File: src/rtl/core/binned_free_list_allocator_top_macros.svh
// assertion macros for the binned free list allocator
`ifndef BINNED_FREE_LIST_ALLOCATOR_TOP_MACROS_SVH
`define BINNED_FREE_LIST_ALLOCATOR_TOP_MACROS_SVH

// same-cycle implication
`define BFLA_ASSERT_NOW(lbl, clk, rst, ante, cons, msg) \
   lbl: assert property (@(posedge clk) disable iff (rst) (ante) |-> (cons)) else $error(msg);

// next-cycle implication
`define BFLA_ASSERT_NEXT(lbl, clk, rst, ante, cons, msg) \
   lbl: assert property (@(posedge clk) disable iff (rst) (ante) |=> (cons)) else $error(msg);

`endif

File: src/rtl/core/bfla_pkg.sv
// shared types and constants of the binned free list allocator
`timescale 1ns / 1ps
`default_nettype none
package bfla_pkg;
   localparam int CLS_W = 5;
   localparam int ADDR_W = 20;
   localparam int SIZE_W = 32;
   localparam int VAL_W = SIZE_W - 3;
   localparam int RESET_CLASS = 7;

   localparam logic CMD_ALLOC = 1'b0;
   localparam logic CMD_FREE = 1'b1;

   localparam logic [1:0] ST_OK = 2'd0;
   localparam logic [1:0] ST_NULL = 2'd1;
   localparam logic [1:0] ST_EXHAUSTED = 2'd2;
   localparam logic [1:0] ST_TOO_LARGE = 2'd3;

   typedef struct packed {
      logic [CLS_W-1:0] cls;
      logic has_next;
   } hdr_meta_type;

   typedef struct packed {
      logic en;
      logic valid;
      logic [CLS_W-1:0] cls;
   } lh_wr_type;
endpackage
`default_nettype wire

File: src/rtl/core/bfla_heads.sv
// free list heads, one valid bit and head granule per size class
`timescale 1ns / 1ps
`default_nettype none
module bfla_heads import bfla_pkg::*; #(
   parameter int NUM_CLASSES = 23,
   parameter int GW = 17
) (
   input wire logic clock,
   input wire logic reset,
   input wire logic [CLS_W-1:0] sel,
   output logic sel_valid,
   output logic [GW-1:0] sel_head,
   input wire lh_wr_type wr,
   input wire logic [GW-1:0] wr_gran
);
   localparam int LW = $clog2(NUM_CLASSES);

   logic [NUM_CLASSES-1:0] valid_ff;
   logic [GW-1:0] head_ff [NUM_CLASSES];

   assign sel_valid = valid_ff[sel[LW-1:0]];
   assign sel_head = head_ff[sel[LW-1:0]];

   always_ff @(posedge clock) begin
      if (reset) begin
         valid_ff <= {{(NUM_CLASSES-1){1'b0}}, 1'b1} << RESET_CLASS;
         head_ff[RESET_CLASS] <= '0;
      end else if (wr.en) begin
         valid_ff[wr.cls[LW-1:0]] <= wr.valid;
         head_ff[wr.cls[LW-1:0]] <= wr_gran;
      end
   end
endmodule
`default_nettype wire

File: config.mk
export PLATFORM = sky130hd
export DESIGN_NAME = bfla_heads
export DESIGN_NICKNAME = d
export VERILOG_FILES = /design/src/rtl/core/binned_free_list_allocator_top_macros.svh /design/src/rtl/core/bfla_pkg.sv /design/src/rtl/core/bfla_heads.sv
export SDC_FILE = /design/constraint.sdc
export NUM_CORES = 1
export LEC_CHECK = 0
export ABC_AREA = 0
export BUFFER_PORTS_ARGS = -buffer_cell sky130_fd_sc_hd__buf_4
export CAP_MARGIN = 20
export CORE_MARGIN = 2
export CORE_UTILIZATION = 62
export DETAILED_ROUTE_END_ITERATION = 16
export PLACE_DENSITY = 0.79
export RECOVER_POWER = 50
export SETUP_SLACK_MARGIN = 0.05
export SYNTH_ARGS = -nofsm -noshare
export SYNTH_HDL_FRONTEND = slang
export SYNTH_SLANG_ARGS = --single-unit
export TNS_END_PERCENT = 50
File: constraint.sdc
create_clock -name clock -period 2.8 [get_ports clock]
set_input_delay 0.56 -clock clock [delete_from_list [all_inputs] [get_ports clock]]
set_output_delay 0.56 -clock clock [all_outputs]
set_load 0.05 [all_outputs]
==> out/metrics.yaml <==
timing:
  final.setup_skew_ns: 0
  period_share_pct: 98.7
  finalCriticalPeriod_ns: 2.76
  finalSetupTns_ns: 0
  final_max_slew_viol_count: 18
  finalSetupViolCount: 0
  holdWs_ns: 0.265
  rsz0062_at_grt: "yes"
  timing.fmax_mhz: 362
  tightest_slew_ns: 1.52
  hold_violations: 0
  max_slew_margin_pct: -1.34
status:
  violations: "max-capacitance violations, max-slew violations"
  outcome: "finished, violations left"
floorplanning:
  rows: 59
  coreArea_um2: 26000
  dieArea_um2: 27700
  initial_core_util_pct: 63.0
  die_w_um: 166
  num_io_pins: 49
  fp.dieH_um: 166
finish:
  area_growth_pct: 16.7
  nFillCells: 1469
  num_antenna_cells: 0
  nNetsFinal: 982
  drive_above_1_share_pct: 30.0
  final_cells: 1313
clocking:
  cts_buffers: 40
  insertion_delay_ns: 0.53
  htreeDepth: 2
  clk_pin_slew_worst_paths_ns: 0.06
  clock_path_buffers: 3
  cts.sinks: 414
  hold_buffers: 0
  clockRootBuffer: "clkbuf_16"
  cts_tree: "done"
routing:
  routed_wl_um: 38400
  dr.pass1.iters: 5
  drc: 0
  via_per_inst: 6.64
  drtIter0Drc: 1062
  vias: 8724
  wl_per_cell_um: 29.2
  ant_nets: 0
critical_path:
  max_stage_delay_ns: 0.54
  critPathArrivalTime_ns: 2.20
  cp-end-kind: "primary output"
  crit_path_cell_trace: "buf_16 -> buf_12 -> mux4_2 -> mux2i_1 -> o211ai_1 -> buf_4"
  worstSetupPathType: "primary input to primary output"
  path_max_fanout: 22
  worstSetupStartpointType: "primary input"
  cp.required_ns: 2.24
  cpMaxStageDelayCell: "mux4_2"
  ff2ff_path_depth: 2
run:
  maxCapViolations: 1
hold_path:
  hp-class: "primary input to flop"
  hold_depth: 2
synth:
  syn-num-nets: 868
  syn_area_um2: 16400
  ys_ff_latch: 414
  syn_inst: 837
  synth_area_per_cell_um2: 19.5
  synth_warnings: 0
  synth_cell_types: 36
  yosysSeqAreaShare_pct: 74.6
placed_design:
  io_buffers: 48
  dp_hpwl_um: 22600
  placedCellCount: 1236
  gp_congestion: 0.823
global_routing:
  grt_pass1_vias: 8929
  grt-ovfl-total: 0
  grt_pass1_wl_um: 56300
  grt_max_degree: 29
  grt_use_total_pct: 28.1
  antenna_found_initial: 0
power_and_ir_drop:
  p_leak_nw: 5.52
  p_per_area_nw_per_um2: 668
  vdd_ir_drop_max_uv: 626
==> what timing repair did <==
item | in CTS | in global routing
pin swaps | 0 | 1
buffers inserted | 0 | 6
gates resized for setup | 11 | 21
setup endpoints to repair | 18 | 18
hold endpoints to repair | 0 | 0
gates cloned | 1 | 1
==> cell usage in the layout, fill, tap and decap left out, types with 11 or more instances in the layout <==
| master | synthesis | layout |
|---|---|---|
| a21oi_1 | 21 | 21 |
| buf_12 | 2 | 18 |
| buf_4 | 6 | 79 |
| clkbuf_1 | 27 | 25 |
| clkbuf_16 | 0 | 43 |
| dfxtp_1 | 23 | 23 |
| edfxtp_1 | 391 | 391 |
| mux2i_1 | 42 | 39 |
| mux4_2 | 86 | 86 |
| nand2_1 | 21 | 21 |
| nor2_2 | 0 | 18 |
| nor2b_1 | 19 | 18 |
| o211ai_1 | 11 | 11 |
| o21ai_0 | 38 | 38 |
| or3_1 | 22 | 22 |
==> cell families (layout without fill, tap and decap cells) <==
| group | after synthesis | after routing | synth area share, % |
|---|---|---|---|
| and+or+nand+nor | 125 | 125 | 4.13 |
| muxes | 134 | 134 | 15.2 |
| buffers and inverters | 57 | 198 | 2.10 |
| DFF | 414 | 414 | 74.6 |
| AOI/OAI and AO/OA | 107 | 107 | 3.99 |
==> Yosys cell counts <==
library cell / instances / share of area, %
dfxtp_1: 23 / 2.8
buf_4: 6 / 0.28
and2_1: 17 / 0.65
mux4_2: 86 / 12
clkbuf_4: 1 / 0.046
o221ai_1: 1 / 0.054
mux2i_1: 42 / 2.6
a211oi_1: 6 / 0.28
nand4_1: 1 / 0.038
buf_6: 3 / 0.21
a221oi_1: 6 / 0.32
o21ai_0: 38 / 1.2
o2111ai_1: 1 / 0.054
or3_1: 22 / 0.84
a21oi_1: 21 / 0.64
a22oi_1: 11 / 0.50
or4b_2: 1 / 0.061
a31oi_1: 11 / 0.42
buf_8: 3 / 0.28
a211o_1: 1 / 0.054
mux4_1: 4 / 0.64
inv_1: 3 / 0.069
clkbuf_1: 27 / 0.62
nand3_1: 2 / 0.061
edfxtp_1: 391 / 72
buf_12: 2 / 0.24
nand2_1: 21 / 0.48
or2_2: 5 / 0.19
nor2b_1: 19 / 0.73
nor2_1: 28 / 0.64
buf_2: 12 / 0.37
and3_1: 1 / 0.038
o211ai_1: 11 / 0.50
nand3b_1: 4 / 0.18
mux2_2: 2 / 0.14
or3b_1: 4 / 0.21
==> per-stage QoR <==
stage / power [W] / cell area [um^2] / setup WS, ns / utilization, %
final: 0.0128 / 19100 / 0.0363 / 73.5
after global routing: 0.0131 / 19100 / 0.0162 / 73.5
after CTS: 0.0127 / 19000 / 0.0113 / 73.1
after detailed placement: 0.00769 / 17700 / -0.0867 / 68.0
after global placement: 0.00767 / 17700 / -0.0719 / 68.0
after floorplan: 0.00741 / 16400 / -0.394 / -
==> flip-flops by register name, indices dropped and copies added, names as in the netlist <==
name,cells
valid_ff,23
head_ff,391
==> area by class of cell <==
| cell class | instances | area, um^2 | share of cell area, % |
|---|---|---|---|
| inverter | 3 | 11.3 | 0.0590 |
| sequential | 414 | 12200 | 63.9 |
| clock inverter | 18 | 136 | 0.714 |
| timing repair buffer | 126 | 1210 | 6.34 |
| tap | 335 | 419 | 2.20 |
| clock buffer | 51 | 1110 | 5.79 |
| multi-input combinational | 366 | 4010 | 21.0 |
==> where the power goes <==
part	internal (W)	switching, W
registers	0.00680	0.0000151
logic	0.000311	0.000480
clock network	0.00297	0.00218
total	0.0101	0.00268
==> routing by layer <==
metal  wire (um)  up-vias  global-route usage (%)  part of all wire, %
li1            -     3650                       -                    -
met1       14600     4536                    36.9                   38
met2       19700      447                    47.6                   51
met3        2660       91                    4.49                  6.9
met4        1470        0                    12.0                  3.8
met5           0        -                       0                    0
==> path summary, 6_finish.rpt <==
| path | endpoint | slack [ns] | start |
|---|---|---|---|
| max | sel_head[11] | 0.04 | sel[0] |
| min | valid_ff[7] | 0.27 | wr[5] |
| max reg2reg | valid_ff[7] | 2.00 | valid_ff[7] |
| min reg2reg | valid_ff[3] | 0.49 | valid_ff[3] |
==> critical path: cells and delay by family <==
family / cells / cell delay (ns)
compound gates: 1 / 0.16
buf+inv: 3 / 0.59
mux: 2 / 0.86
Power figures use the tool's default switching activity.
